## config.mk

```make
export PLATFORM = sky130hd
export DESIGN_NAME = tbc_div
export DESIGN_NICKNAME = d
export VERILOG_FILES = /design/src/rtl/tbc_pkg.sv /design/src/rtl/tbc_div.sv
export SDC_FILE = /design/constraint.sdc
export NUM_CORES = 1
export LEC_CHECK = 0
export ABC_AREA = 0
export BUFFER_PORTS_ARGS = -buffer_cell sky130_fd_sc_hd__buf_2
export CORE_MARGIN = 2
export CORE_UTILIZATION = 50
export CTS_BUF_LIST = sky130_fd_sc_hd__clkbuf_16
export CTS_CLUSTER_SIZE = 24
export DETAILED_ROUTE_END_ITERATION = 6
export GPL_ROUTABILITY_DRIVEN = 0
export HOLD_SLACK_MARGIN = 0.02
export PLACE_DENSITY = 0.73
export SLEW_MARGIN = 20
export SYNTH_ARGS = -nofsm -noshare
export SYNTH_HDL_FRONTEND = slang
export SYNTH_SLANG_ARGS = --single-unit
```

## constraint.sdc

```tcl
create_clock -name clk -period 4 [get_ports clk]
set_input_delay 1.2 -clock clk [delete_from_list [all_inputs] [get_ports clk]]
set_output_delay 1.2 -clock clk [all_outputs]
set_load 0.005 [all_outputs]
```

## src/rtl/tbc_pkg.sv

```systemverilog
// Shared types and widths for the triangle barycentric clamp.
// No dependencies; every rtl file imports this package.
package tbc_pkg;

  localparam int COORD_WIDTH = 32;
  localparam int WEIGHT_FRAC = 30;
  // Edge vector component, one bit over the coordinate
  localparam int DIFF_W = COORD_WIDTH + 1;
  // Dot product of two edges: product plus two bits of sum growth
  localparam int DOT_W = 2 * DIFF_W + 2;
  // Denominator and weight numerators
  localparam int DEN_W = 2 * DOT_W + 1;
  // Third numerator (denominator minus two numerators)
  localparam int NUM_W = DEN_W + 2;
  // Sum of three clamped numerators
  localparam int SUM_W = NUM_W + 1;
  // Normalized weight, 0 .. 2^WEIGHT_FRAC
  localparam int WGT_W = WEIGHT_FRAC + 1;
  // Weight times coordinate, and the sum of three of them
  localparam int TERM_W = COORD_WIDTH + WGT_W + 1;
  localparam int ACC_W = TERM_W + 2;

  typedef logic signed [COORD_WIDTH-1:0] coord_t;

  typedef struct packed {
    coord_t corner_a_x;
    coord_t corner_a_y;
    coord_t corner_a_z;
    coord_t corner_b_x;
    coord_t corner_b_y;
    coord_t corner_b_z;
    coord_t corner_c_x;
    coord_t corner_c_y;
    coord_t corner_c_z;
    coord_t point_x;
    coord_t point_y;
    coord_t point_z;
  } tbc_in_t;

  typedef struct packed {
    coord_t out_x;
    coord_t out_y;
    coord_t out_z;
    logic   degenerate;
  } tbc_out_t;

endpackage

```

## src/rtl/tbc_div.sv

```systemverilog
// Restoring fractional divider as a row of cells, one quotient bit per cell.
// Computes floor(num * 2^(QW-1) / den) for num <= den.
module tbc_div #(
  parameter int SW = 16,
  parameter int QW = 8
) (
  input  logic          clk,
  input  logic [SW-1:0] num,
  input  logic [SW-1:0] den,
  output logic [QW-1:0] quo
);
  import tbc_pkg::*;

  logic [SW:0]   rem_r [QW];
  logic [SW-1:0] den_r [QW];
  logic [QW-1:0] q_r [QW];
  logic [SW:0]   r0;
  logic          ge0;

  assign r0  = {1'b0, num};
  assign ge0 = r0 >= {1'b0, den};

  // Integer bit: set only when the numerator equals the divisor
  always_ff @(posedge clk) begin
    rem_r[0] <= ge0 ? (r0 - {1'b0, den}) : r0;
    den_r[0] <= den;
    q_r[0]   <= QW'(ge0);
  end

  for (genvar k = 1; k < QW; k++) begin : g_cell
    logic [SW:0] r2;
    logic        ge;
    assign r2 = {rem_r[k-1][SW-1:0], 1'b0};
    assign ge = r2 >= {1'b0, den_r[k-1]};
    always_ff @(posedge clk) begin
      rem_r[k] <= ge ? (r2 - {1'b0, den_r[k-1]}) : r2;
      den_r[k] <= den_r[k-1];
      q_r[k]   <= {q_r[k-1][QW-2:0], ge};
    end
  end

  assign quo = q_r[QW-1];

endmodule

```

==> metrics.cfg <==
[synth]
synth_adder_area_share_pct=14.2
synthFlopType=dfxtp_1
synth_top_area_share_pct=42.8
synth-compound-area-share_pct=16.8
synth-simple-area-share_pct=10.4
muxShareOfSynthArea_pct=4.65
synth_xor_area_share_pct=5.33
syn_avg_cell_area_um2=9.56
synth.distinct_cells=59
yosys-top-cells-area=dfxtp_1 43%, ha_1 13%, inv_1 4.6%
ys_seq_area_share_pct=42.8
synth-edff-count=0
async_flop_share_pct=0
synth_cells=1273
netlist_area_um2=12200
synth_top_family_by_area=compound AO/OA/AOI/OAI gates
synth_nets=1440
synth-seq-cells=260
yosysTopAreaCell=dfxtp_1
yosysWarnings=0

[flow_run]
max_cap_viol_count=0

[placed_design]
detailed_place_hpwl_um=16300
placed_area_um2=12700
pre_cts_ws_ns=0.108
place_inst=1616
port_buffers=40

[routing]
firstDrtPassIters=4
routed_wl_um=21200
drc=0
wl_per_cell_um=12.8
drt_iter0_drc=356
avgViaCountPerCell=5.19
antenna_left=0
vias=8609

[critical_path]
startpoint=den[1]
critPathMaxFanout=17
worstPathArrival_ns=3.74
slowest_stage=mux2_4
cp-start-kind=primary input
reg2reg_to=rem_r[3][15]$_DFF_P_
crit_chain=buf_2 > inv_1 > ha_1 > nor2b_1 > o31a_1 > o41a_1 > a221o_1 > o41ai_4 > a21oi_2 > mux2_4
required_ns=4.40
critical_path_buf_inv_count=2
slowest_delay_ns=0.38
reg2reg_slack_ns=0.73
end_kind=flip-flop
path_delay_family=compound AO/OA/AOI/OAI gates
r2r-start=den_r[1][6]$_DFF_P_
crit_type=primary input to flip-flop
rr_worst_depth=10

[clock_network]
hold_buffers=0
cts_tree=done
root_buffer=clkbuf_16
clk_latency_ns=0.51
clk_pin_slew_worst_paths_ns=0.06
cts_inserted_buffers=27
htree_levels=1
cts.sink_count=260
clk_path_buf_depth=3
post-cts-setup-buffers=0
cts_resized=0

[timing]
tns_ns=0
finClkSkew_ns=0.00715
tightestPinTransition_ns=0.990
finalSetupViolations=0
whs_ns=0.323
slew_headroom_pct=34.0
fmax_mhz=300
final_max_slew_viol_count=0
hold_viol_final=0
post-route-min-period_ns=3.34
setup_slack_ns=0.662
fin_crit_sh_pct=83.5
rsz0062_at_grt=no

[worst_hold_path]
hold_end=q_r[1][31]$_DFF_P_
hold_path_depth=0
hp-class=flip-flop to flip-flop
hp-start=q_r[1][22]$_DFF_P_

[cells_and_area]
nNetsFinal=1488
fin_cells=1660
area_growth_pct=10.3
final_core_util_pct=55.7
final_common_cell=dfxtp_1
diodes=0
finalInstanceArea_um2=13400
final_cell_mix=260 x dfxtp_1, 159 x inv_1, 127 x ha_1
drive_gt1_share_pct=10.2

[pwr]
power.density_nw_per_um2=789
vdd_drop_max_mv=0.369
p_leak_nw=6.29
p_total_mw=10.6

[die]
dieArea_um2=25600
die_h_um=160
start_util_pct=50.5
num_rows=57
io_pins=41
core_area_um2=24100
chipWidth_um=160

[global_route]
antenna_found_initial=0
grt_pass1_vias=8584
grt_remaining_overflow=0
grt_pass1_wl_um=36800
grt_usage_pct=16.7
grt_max_degree=33

[outcome]
status=completed

routing by layer:
metal	track usage, %	vias to the layer above	routed length, um
met3	2.49	55	686
met4	6.72	0	761
met5	0	-	0
met2	30.5	151	10400
met1	19.5	3910	9290
li1	-	4493	-
layout make-up:
type | count | area, um2
clock buffer | 27 | 676
sequential | 260 | 5200
clock inverter | 17 | 70.1
inverter | 148 | 556
multi-input combinational | 838 | 6260
timing repair buffer | 46 | 245
tap | 324 | 405
fill | 2164 | 10700
cell families (layout without fill, tap and decap cells):
group | count (synthesis) | count (layout)
XOR/XNOR | 74 | 74
multiplexers | 49 | 49
adder cells (fa/ha/maj) | 134 | 134
flip-flops | 260 | 260
AO/OA/AOI/OAI | 312 | 312
buffers and inverters | 175 | 238
AND/OR/NAND/NOR | 269 | 269
how the worst max path moves through the flow:
stage	endpoint	slack, ns	cells after the start
floorplan	rem_r[0][10]$_DFF_P_	0.39	10
global placement	rem_r[0][10]$_DFF_P_	0.12	10
detailed placement	rem_r[0][11]$_DFF_P_	0.11	10
CTS	rem_r[0][11]$_DFF_P_	0.65	10
global route	rem_r[0][4]$_DFF_P_	0.52	10
finish	rem_r[0][10]$_DFF_P_	0.66	10
where the power goes:
part | leakage, nW | internal [mW] | switching (mW)
clock | 0.404 | 1.20 | 0.912
combinational | 3.70 | 2.21 | 2.50
sequential | 2.19 | 3.40 | 0.361
Yosys cell counts, types with 3 or more instances:
library cell / count
dfxtp_1: 260
inv_1: 148
ha_1: 127
o21ai_0: 86
nand2_1: 77
nor2_1: 74
a21oi_1: 69
mux2_2: 40
xnor2_1: 39
xor2_1: 35
a21o_1: 27
nor3_1: 26
o21a_1: 26
nor2b_1: 19
a211oi_1: 17
nand2b_1: 16
clkbuf_1: 14
nand4_1: 14
o31ai_1: 13
nand3_1: 12
a31oi_1: 10
o31a_1: 10
buf_4: 9
o21bai_1: 8
fa_1: 7
a21boi_0: 6
nor4_1: 6
or2_2: 6
or3_1: 6
mux2_4: 5
and3_1: 4
and4_1: 4
mux2i_1: 4
o211ai_1: 4
a211o_1: 3
a32oi_1: 3
o2111ai_1: 3
o41ai_1: 3
flip-flops by register name (all words and copies together) (netlist names):
| signal | cells |
|---|---|
| q_r | 36 |
| rem_r | 112 |
| den_r | 112 |
Note: power is estimated with default switching activity, not from simulation.
