File: src/rtl/tbc_pkg.sv
// Shared types and widths for the triangle barycentric clamp.
// No dependencies; every rtl file imports this package.
package tbc_pkg;

  localparam int COORD_WIDTH = 32;
  localparam int WEIGHT_FRAC = 30;
  // Edge vector component, one bit over the coordinate
  localparam int DIFF_W = COORD_WIDTH + 1;
  // Dot product of two edges: product plus two bits of sum growth
  localparam int DOT_W = 2 * DIFF_W + 2;
  // Denominator and weight numerators
  localparam int DEN_W = 2 * DOT_W + 1;
  // Third numerator (denominator minus two numerators)
  localparam int NUM_W = DEN_W + 2;
  // Sum of three clamped numerators
  localparam int SUM_W = NUM_W + 1;
  // Normalized weight, 0 .. 2^WEIGHT_FRAC
  localparam int WGT_W = WEIGHT_FRAC + 1;
  // Weight times coordinate, and the sum of three of them
  localparam int TERM_W = COORD_WIDTH + WGT_W + 1;
  localparam int ACC_W = TERM_W + 2;

  typedef logic signed [COORD_WIDTH-1:0] coord_t;

  typedef struct packed {
    coord_t corner_a_x;
    coord_t corner_a_y;
    coord_t corner_a_z;
    coord_t corner_b_x;
    coord_t corner_b_y;
    coord_t corner_b_z;
    coord_t corner_c_x;
    coord_t corner_c_y;
    coord_t corner_c_z;
    coord_t point_x;
    coord_t point_y;
    coord_t point_z;
  } tbc_in_t;

  typedef struct packed {
    coord_t out_x;
    coord_t out_y;
    coord_t out_z;
    logic   degenerate;
  } tbc_out_t;

endpackage

File: src/rtl/tbc_mul.sv
// Signed multiplier built as a row of shift-add cells, one multiplier bit per cell.
// One product per cycle. Uses tbc_pkg only by convention.
module tbc_mul #(
  parameter int AW = 8,
  parameter int BW = 8
) (
  input  logic                    clk,
  input  logic signed [AW-1:0]    a,
  input  logic signed [BW-1:0]    b,
  output logic signed [AW+BW-1:0] p
);
  import tbc_pkg::*;

  localparam int PW = AW + BW;

  logic [AW-1:0] a_u;
  logic [BW-1:0] b_u;
  logic [AW-1:0] a_mag;
  logic [BW-1:0] b_mag;
  logic [PW-1:0] acc_r [BW];
  logic [AW-1:0] a_r [BW];
  logic [BW-1:0] b_r [BW];
  logic          sgn_r [BW];
  logic [PW-1:0] p_r;

  assign a_u   = a;
  assign b_u   = b;
  assign a_mag = a_u[AW-1] ? (~a_u + AW'(1)) : a_u;
  assign b_mag = b_u[BW-1] ? (~b_u + BW'(1)) : b_u;

  // First cell: take magnitudes, seed the partial sum
  always_ff @(posedge clk) begin
    acc_r[0] <= b_mag[0] ? PW'(a_mag) : '0;
    a_r[0]   <= a_mag;
    b_r[0]   <= b_mag;
    sgn_r[0] <= a_u[AW-1] ^ b_u[BW-1];
  end

  // Each cell adds one shifted partial product and hands on the operands
  for (genvar k = 1; k < BW; k++) begin : g_cell
    always_ff @(posedge clk) begin
      acc_r[k] <= acc_r[k-1] + (b_r[k-1][k] ? (PW'(a_r[k-1]) << k) : '0);
      a_r[k]   <= a_r[k-1];
      b_r[k]   <= b_r[k-1];
      sgn_r[k] <= sgn_r[k-1];
    end
  end

  // Restore the sign
  always_ff @(posedge clk) begin
    p_r <= sgn_r[BW-1] ? (~acc_r[BW-1] + PW'(1)) : acc_r[BW-1];
  end

  assign p = p_r;

endmodule

File: config.mk
export PLATFORM = sky130hd
export DESIGN_NAME = tbc_mul
export DESIGN_NICKNAME = d
export VERILOG_FILES = /design/src/rtl/tbc_pkg.sv /design/src/rtl/tbc_mul.sv
export SDC_FILE = /design/constraint.sdc
export NUM_CORES = 1
export LEC_CHECK = 0
export BUFFER_PORTS_ARGS = -buffer_cell sky130_fd_sc_hd__buf_2
export CAP_MARGIN = 10
export CORE_MARGIN = 10
export CORE_UTILIZATION = 40
export CTS_BUF_LIST = sky130_fd_sc_hd__clkbuf_8
export DETAILED_ROUTE_END_ITERATION = 10
export PLACE_DENSITY = 0.58
export SYNTH_ARGS = -nofsm -noshare
export SYNTH_HDL_FRONTEND = slang
export SYNTH_SLANG_ARGS = --single-unit
File: constraint.sdc
create_clock -name clk -period 3.1 [get_ports clk]
set_input_delay 0.31 -clock clk [delete_from_list [all_inputs] [get_ports clk]]
set_output_delay 0.31 -clock clk [all_outputs]
set_load 0.02 [all_outputs]
==> results.yml, run 1 <==
clock_tree:
  cts_tree: "done"
  path_clk_slew_ns: 0.06
  cts_made_buffers: 35
  root_buffer: "clkbuf_8"
  insertion_delay_ns: 0.51
  cts.path.max_buffers: 3
  postCtsSetupBuffers: 0
  htree_levels: 2
  cts_sinks: 207
  ctsResizeCount: 0
setup_path:
  crit_buf_inv: 0
  slowest_stage: "fa_1"
  cp-end-kind: "register"
  crit_family: "compound AO/OA/AOI/OAI gates"
  cp_max_fo: 8
  start_kind: "register"
  crit_arrival_ns: 2.54
  critical_path_class: "reg -> reg"
  max_stage_delay_ns: 0.41
  crit_chain: "and2_1, ha_1, fa_1, a21o_1, a21oi_1, o21ai_0, o41a_1"
  required_ns: 3.48
power:
  p_seq_share_pct: 49.0
  power_w: 0.00732
  p_sw_w: 0.00212
  power.density_mw_per_mm2: 878
  comb_power_share_pct: 21.1
  p_leak_nw: 3.70
  p_int_w: 0.00520
  switching_share_pct: 29.0
  p_clk_share_pct: 29.9
  vdd_drop_max_uv: 477
placement:
  gp_congestion: 0.822
  io_buffers: 32
  dp_hpwl_microns: 9510
  place_inst: 883
  postPlaceCellArea_sq_mm: 0.00765
synth:
  ys_warn_count: 0
  avgSynthCellArea_sq_um: 11.5
  yosysUniqueCellTypes: 37
  synth_cells: 625
  synthesis.nets: 707
  ys_ff_latch: 207
  synth_area_sq_mm: 0.00722
  seq_area_frac_synth_pct: 57.4
finish:
  final_cells: 949
  fillers: 1604
  final_cell_area_sq_mm: 0.00834
  most-common-layout-cells: "207 x dfxtp_1, 62 x and2_1, 58 x ha_1, 43 x xnor2_1, 41 x clkbuf_8"
  n_antenna_cell: 0
  finalNetCount: 777
  final_common_cell: "dfxtp_1"
  area_growth_pct: 15.6
  drive_above_1_share_pct: 11.4
worst_hold_path:
  holdCritPathClass: "in -> reg"
floorplan:
  io_pins: 33
  coreArea_sq_mm: 0.0178
  initial_core_util_pct: 40.5
  rows: 49
  die_y_microns: 154
  die_x_microns: 154
  die-area_sq_mm: 0.0238
routing:
  wire_per_inst_microns: 13.1
  firstDrtPassIters: 6
  num_vias: 4392
  drtIter0Drc: 146
  drtAntennaViolNets: 0
  drc: 0
  drt_wl_total_microns: 12500
  viasPerCell: 4.63
flow_run:
  cap_viol_max_count: 0
sta:
  skew_ns: 0.0275
  maxSlewHeadroom_pct: 65.4
  finalHoldViolCount: 0
  max_clock_freq_mhz: 463
  hold_slack_ns: 0.0320
  tightest_slew_ns: 0.518
  final.setup.tns_ns: 0
  slew_viol_final: 0
  rsz0062_at_grt: "false"
  period_share_pct: 69.6
  period_needed_ns: 2.16
  final-setup-viol-count: 0
global_routing:
  gr-total-overflow: 0
  first_global_vias: 4598
  top_usage_layer: "met2"
  met1_usage_pct: 10.5
  grt_max_degree: 17
  grt.total_usage_pct: 10.6
  met2_usage_pct: 19.8
  use_met3_pct: 3.72
  antenna_found_initial: 0
  grt_pass1_wl_microns: 21000
run_status:
  outcome: "finished clean"
## what timing repair did
item,4_1_cts,5_1_grt
setup endpoints to repair,0,0
hold endpoints to repair,5,0
hold buffers,4,0
## power groups by stage
stage	logic, W	registers (W)	clock network (W)
final	0.00155	0.00359	0.00219
after global routing	0.00175	0.00365	0.00241
after CTS	0.00157	0.00361	0.00229
after detailed placement	0.00156	0.00366	0
after global placement	0.00153	0.00365	0
after floorplan	0.00110	0.00366	0
## metal layers
layer  up-vias  part of all wire [%]
li1       2279                     -
met1      2022                    41
met2        71                    53
met3        20                   4.7
met4         0                   1.8
met5         -                     0
## layout make-up
| class | count | area (sq um) | area share (%) |
|---|---|---|---|
| multi-input cells | 393 | 2980 | 35.7 |
| flip-flops and latches | 207 | 4140 | 49.7 |
| well taps | 229 | 287 | 3.43 |
| clock buffers | 41 | 564 | 6.76 |
| clock inverters | 21 | 86.3 | 1.03 |
| repair buffers | 36 | 200 | 2.40 |
| inverters | 22 | 82.6 | 0.990 |
## kinds of logic after synthesis
group	synth area share, %
xor gates and xnor gates	8.01
DFF	57.4
adders and majority gates	12.0
buffers and inverters	1.30
AOI/OAI and AO/OA	8.69
and+or+nand+nor	12.6
## metrics by stage
step | setup slack (ns) | utilization, %
floorplan | 1.11 | -
global placement | 0.995 | 42.9
detailed placement | 0.949 | 42.9
CTS | 0.932 | 46.8
global route | 0.752 | 46.8
finish | 0.942 | 46.8
## state kept, by name, summed over array words and instances (netlist names)
signal and flops:
acc_r 99, a_r 56, b_r 28, p 16, sgn_r 8
## synthesized netlist by cell type
master / number / share of area, %
dfxtp_1: 207 / 57
and2_1: 62 / 5.4
nor3b_1: 1 / 0.10
fa_1: 7 / 1.9
a21boi_0: 2 / 0.21
nor2b_1: 1 / 0.087
a22oi_1: 1 / 0.10
o41ai_1: 8 / 0.97
nand2b_1: 5 / 0.43
or3_1: 1 / 0.087
nand3_1: 12 / 0.83
a21oi_1: 15 / 1.0
nand4bb_1: 1 / 0.16
o31ai_1: 6 / 0.62
nand2_1: 33 / 1.7
o41ai_2: 1 / 0.23
o21ai_0: 16 / 1.1
nor2_1: 35 / 1.8
o211ai_1: 13 / 1.4
clkbuf_1: 3 / 0.16
a21o_1: 8 / 0.83
xnor2_1: 43 / 5.2
a221oi_1: 1 / 0.12
nand3b_1: 2 / 0.21
o311ai_0: 1 / 0.12
ha_1: 58 / 10
xor2_1: 23 / 2.8
or4_1: 1 / 0.10
or3_4: 1 / 0.16
o41a_1: 6 / 0.94
or4_4: 1 / 0.16
nor3_1: 15 / 1.0
and4b_1: 1 / 0.14
nor4_1: 2 / 0.17
a211oi_1: 2 / 0.21
o21bai_1: 8 / 0.83
inv_1: 22 / 1.1
## path summary, 6_finish.rpt
path                                             end                 start  slack [ns]  cells after the start
worst max-delay path            acc_r[1][63]$_DFF_P_     b_r[3][7]$_DFF_P_        0.94                      7
worst min-delay path               b_r[0][6]$_DFF_P_                  b[6]        0.03                      2
worst max register to register  acc_r[1][63]$_DFF_P_     b_r[3][7]$_DFF_P_        0.94                      7
worst min register to register  acc_r[1][53]$_DFF_P_  acc_r[1][37]$_DFF_P_        0.32                      0
(Power assumes the default switching activity.)
==> inputs of run 2 (changes only) <==
Settings changed: PLACE_DENSITY 0.58 to 0.6.
Clock period 3.1 ns to 1.83 ns, I/O delays scaled along.
==> run 2 against run 1 <==
Against the previous run: the run now ends with setup timing left; wire length down 0.32%; cell count up 4.6%; sequential power up 70%; first-iteration DRC count down 23%; core utilization up 4.3 points; flip-flop and latch count unchanged; power up 80%; cell area up 9.1%; clock skew down 0.018 ns; die area unchanged; count of clock-buffer cells in the layout up 3; critical path depth unchanged; largest cell class unchanged; largest power group unchanged.
==> results.yml, run 2 (same netlist as run 1, synthesis figures left out) <==
finish:
  reg_top3: "acc_r: 99 flops, a_r: 56 flops, b_r: 28 flops"
  final_common_cell: "dfxtp_1"
  finalNetCount: 823
  fillers: 1561
  n_antenna_cell: 0
  area_growth_pct: 26.1
  largest_reg_flops: 99
  regMostFlops: "acc_r"
  most-common-layout-cells: "198 x dfxtp_1, 52 x and2_1, 45 x ha_1, 44 x clkbuf_8, 42 x xnor2_1"
  drive_above_1_share_pct: 22.8
floorplan:
  io_pins: 33
  die_y_microns: 154
  die_x_microns: 154
  initial_core_util_pct: 40.5
  die-area_sq_mm: 0.0238
  rows: 49
  coreArea_sq_mm: 0.0178
sta:
  finalHoldViolCount: 0
  period_share_pct: 103
  slew_viol_final: 0
  skew_ns: 0.00972
  hold_slack_ns: 0.321
  setup_ws_ns: -0.0593
  rsz0062_at_grt: "true"
  period_needed_ns: 1.89
  tightest_slew_ns: 0.575
  maxSlewHeadroom_pct: 61.6
  max_clock_freq_mhz: 529
  final-setup-viol-count: 6
clock_tree:
  cts.path.max_buffers: 3
  cts_tree: "done"
  insertion_delay_ns: 0.53
  root_buffer: "clkbuf_8"
  cts_sinks: 207
  cts_made_buffers: 31
  htree_levels: 1
  path_clk_slew_ns: 0.06
placement:
  dp_hpwl_microns: 9180
  io_buffers: 32
  gp_congestion: 0.802
routing:
  firstDrtPassIters: 4
  drtAntennaViolNets: 0
  drt_wl_total_microns: 12400
  drc: 0
  num_vias: 4615
  wire_per_inst_microns: 12.5
  drtIter0Drc: 113
  viasPerCell: 4.65
power:
  vdd_drop_max_uv: 937
  p_leak_nw: 3.98
  power.density_mw_per_mm2: 1450
  power_w: 0.0132
setup_path:
  setup.worst_path.start: "b_r[2][5]$_DFF_P_"
  required_ns: 2.24
  start_kind: "register"
  crit_arrival_ns: 2.30
  cp_max_fo: 3
  r2r_slack_ns: -0.06
  timing.rr.end: "acc_r[1][29]$_DFF_P_"
  cp-end-kind: "register"
  r2r_cells: 7
  critical_path_class: "reg -> reg"
  crit_end: "acc_r[1][29]$_DFF_P_"
  reg2reg_from: "b_r[2][5]$_DFF_P_"
global_routing:
  antenna_found_initial: 0
  grt.total_usage_pct: 10.2
  gr-total-overflow: 0
  grt_max_degree: 17
  first_global_vias: 4908
  grt_pass1_wl_microns: 21000
flow_run:
  cap_viol_max_count: 0
worst_hold_path:
  holdCritPathClass: "reg -> reg"
run_status:
  violations: "setup timing"
  outcome: "complete, but fails checks"
## run 2: worst min-delay path by stage
stage / startpoint / endpoint / slack [ns] / depth (start not counted)
2_1_floorplan: a[0] / a_r[0][0]$_DFF_P_ / 0.21 / 0
3_3_place_gp: acc_r[1][20]$_DFF_P_ / acc_r[1][36]$_DFF_P_ / 0.31 / 0
3_5_place_dp: acc_r[0][50]$_DFF_P_ / acc_r[1][2]$_DFF_P_ / 0.31 / 0
4_1_cts: a[0] / a_r[0][0]$_DFF_P_ / 0.29 / 2
5_1_grt: a[0] / a_r[0][0]$_DFF_P_ / 0.32 / 2
6_report: acc_r[1][35]$_DFF_P_ / acc_r[1][51]$_DFF_P_ / 0.32 / 0
## run 2: report_power, final
group	leakage, nW	switching (W)	internal (W)
Combinational	1.86	0.00159	0.00163
Sequential	1.73	0.000498	0.00559
Clock	0.386	0.00163	0.00225
Total	3.98	0.00372	0.00947
## run 2: metal layers
layer | share of wire [%] | global-route usage, % | up-vias | wire length [microns]
met1 | 38 | 9.36 | 2126 | 4740
met4 | 4.1 | 5.53 | 0 | 514
met3 | 4.5 | 2.97 | 34 | 565
li1 | - | - | 2369 | -
met5 | 0 | 0 | - | 0
met2 | 53 | 19.6 | 86 | 6610
## run 2: per-stage QoR
stage	utilization [%]	setup slack [ns]	TNS [ns]	cell area (sq um)	cells
2_1_floorplan	-	-0.00826	-0.00826	7260	625
3_3_place_gp	44.2	-0.0472	-0.132	7890	908
6_report	51.0	-0.0593	-0.202	9100	993
3_5_place_dp	44.2	-0.0869	-0.550	7890	908
4_1_cts	49.6	-0.0817	-0.360	8850	989
5_1_grt	51.0	-0.109	-0.722	9100	993
## run 2: worst max-delay path, cell delays in order (launching register included)
cell,delay [ns]
dfxtp_2,0.32
and2_4,0.16
ha_4,0.16
fa_2,0.33
a21o_1,0.21
a21oi_2,0.20
o21ai_2,0.08
o41a_1,0.32
## run 2: final cells by class
class                           count  area [sq um]  area share (%)
Multi-Input combinational cell    393          3280            36.0
Timing Repair Buffer               86           623            6.84
Tap cell                          229           287            3.15
Clock inverter                     12          73.8           0.811
Clock buffer                       44           606            6.65
Sequential cell                   207          4160            45.6
Inverter                           22          82.6           0.907
## run 2: timing repair
item / 4_1_cts / 5_1_grt
resized for setup: 11 / 44
hold endpoints to repair: 23 / 0
hold buffers: 20 / 0
endpoints found under the setup margin: 11 / 22
setup buffers: 5 / 5
pin swaps: 17 / 27
==> inputs of run 3 (changes only) <==
Settings changed: CORE_MARGIN 10 to not set.
==> run 3 against run 2 <==
Against the previous run: the run still ends with setup timing left; power grew 2.1%; combinational power up 8.4%; critical path depth is the same; cell count decreased by 0.50%; sequential share of layout area decreased by 0.72 points; clock power fell by 2%; sequential power grew 1%; global-route usage increased by 3.9 points; first-iteration DRC count fell by 26%; via count fell by 0.82%; register-to-register slack better by 0.03 ns; largest cell class unchanged; largest power group unchanged; highest routed layer unchanged.
==> results.yml, run 3 (same netlist as run 1, synthesis figures left out) <==
power:
  power.density_mw_per_mm2: 1460
  p_leak_nw: 3.97
  power_w: 0.0135
  vdd_drop_max_uv: 624
sta:
  period_needed_ns: 1.86
  setup_ws_ns: -0.0335
  maxSlewHeadroom_pct: 62.7
  slew_viol_final: 0
  final-setup-viol-count: 2
  finalHoldViolCount: 0
  period_share_pct: 102
  skew_ns: 0.0151
  rsz0062_at_grt: "true"
  max_clock_freq_mhz: 537
  tightest_slew_ns: 0.559
flow_run:
  cap_viol_max_count: 0
routing:
  drt_wl_total_microns: 12600
  drtAntennaViolNets: 0
  num_vias: 4577
  drtIter0Drc: 84
  viasPerCell: 4.63
  firstDrtPassIters: 4
  drc: 0
  wire_per_inst_microns: 12.7
global_routing:
  grt_pass1_wl_microns: 20600
  grt_max_degree: 17
  met1_usage_pct: 13.0
  first_global_vias: 4741
  top_usage_layer: "met2"
  use_met3_pct: 3.47
  met2_usage_pct: 28.1
  grt.total_usage_pct: 14.1
  antenna_found_initial: 0
  gr-total-overflow: 0
setup_path:
  r2r_cells: 7
  cp_max_fo: 3
  reg2reg_from: "b_r[1][12]$_DFF_P_"
  critical_path_class: "reg -> reg"
  required_ns: 2.19
  timing.rr.end: "acc_r[1][12]$_DFF_P_"
  start_kind: "register"
  r2r_slack_ns: -0.03
  crit_arrival_ns: 2.23
  cp-end-kind: "register"
placement:
  place_inst: 905
  dp_hpwl_microns: 8960
  io_buffers: 32
  gp_congestion: 0.782
floorplan:
  initial_core_util_pct: 41.3
  die_y_microns: 136
  die-area_sq_mm: 0.0186
  rows: 48
  die_x_microns: 136
  coreArea_sq_mm: 0.0175
  io_pins: 33
run_status:
  violations: "setup timing"
  outcome: "complete, but fails checks"
clock_tree:
  path_clk_slew_ns: 0.06
  root_buffer: "clkbuf_8"
  cts_sinks: 207
  insertion_delay_ns: 0.50
  cts_tree: "done"
  cts_made_buffers: 34
  htree_levels: 2
  cts.path.max_buffers: 3
worst_hold_path:
  worstHoldStart: "b[1]"
  hold_end: "b_r[0][3]$_DFF_P_"
  whs_path_depth: 3
  holdCritPathClass: "in -> reg"
finish:
  final_cells: 988
  reg_top3: "acc_r: 99 flops, a_r: 56 flops, b_r: 28 flops"
  drive_above_1_share_pct: 26.0
  regMostFlops: "acc_r"
  finalNetCount: 824
  n_antenna_cell: 0
  final_common_cell: "dfxtp_1"
  final_util_pct: 52.9
  most-common-layout-cells: "198 x dfxtp_1, 51 x and2_1, 42 x xnor2_1, 41 x clkbuf_8, 36 x buf_4"
  largest_reg_flops: 99
  area_growth_pct: 28.2
[run 3: critical path, cell delays in order (launching register included)]
cell,delay (ns)
dfxtp_2,0.33
and2_4,0.14
ha_4,0.15
fa_2,0.33
a21o_1,0.17
a21oi_2,0.20
o21ai_2,0.08
o41a_1,0.32
[run 3: per-stage QoR]
step	worst slack [ns]	hold WS (ns)	setup TNS, ns	area [sq um]
6_report	-0.0335	0.0279	-0.0550	9250
3_5_place_dp	-0.0888	0.312	-0.429	7890
2_1_floorplan	-0.00826	0.211	-0.00826	7260
4_1_cts	-0.0679	0.000375	-0.270	8840
5_1_grt	-0.0932	0.0275	-0.676	9250
3_3_place_gp	-0.0252	0.310	-0.0615	7890
[run 3: cell type report]
| type | instances | area [sq um] |
|---|---|---|
| Clock inverter | 16 | 96.3 |
| Timing Repair Buffer | 84 | 594 |
| Fill cell | 1514 | 8230 |
| Sequential cell | 207 | 4160 |
| Multi-Input combinational cell | 393 | 3470 |
| Clock buffer | 41 | 564 |
| Inverter | 22 | 82.6 |
| Tap cell | 225 | 282 |
[run 3: report_power, final]
| part | internal (W) | leakage (nW) | switching, W | total [W] |
|---|---|---|---|---|
| Combinational | 0.00184 | 1.86 | 0.00165 | 0.00349 |
| Sequential | 0.00559 | 1.73 | 0.000570 | 0.00616 |
| Clock | 0.00216 | 0.377 | 0.00166 | 0.00382 |
| Total | 0.00959 | 3.97 | 0.00388 | 0.0135 |
[run 3: how the worst max path moves through the flow]
stage / startpoint / end / slack (ns)
floorplan: b_r[1][12]$_DFF_P_ / acc_r[1][12]$_DFF_P_ / -0.008
detailed placement: b_r[1][12]$_DFF_P_ / acc_r[1][12]$_DFF_P_ / -0.09
CTS: b_r[2][5]$_DFF_P_ / acc_r[1][29]$_DFF_P_ / -0.07
finish: b_r[1][12]$_DFF_P_ / acc_r[1][12]$_DFF_P_ / -0.03
global placement: b_r[1][12]$_DFF_P_ / acc_r[1][12]$_DFF_P_ / -0.03
global route: b_r[1][12]$_DFF_P_ / acc_r[1][10]$_DFF_P_ / -0.09
[run 3: routing by layer]
metal,vias up,routed length [microns]
met5,-,0
met4,0,480
met3,43,503
met2,85,6870
met1,2086,4720
li1,2363,-
[run 3: what timing repair did]
action	CTS	global route
pin swaps	18	32
setup buffers	6	8
endpoints found under the hold margin	15	0
hold buffers	13	0
setup endpoints to repair	12	26
resized for setup	25	50
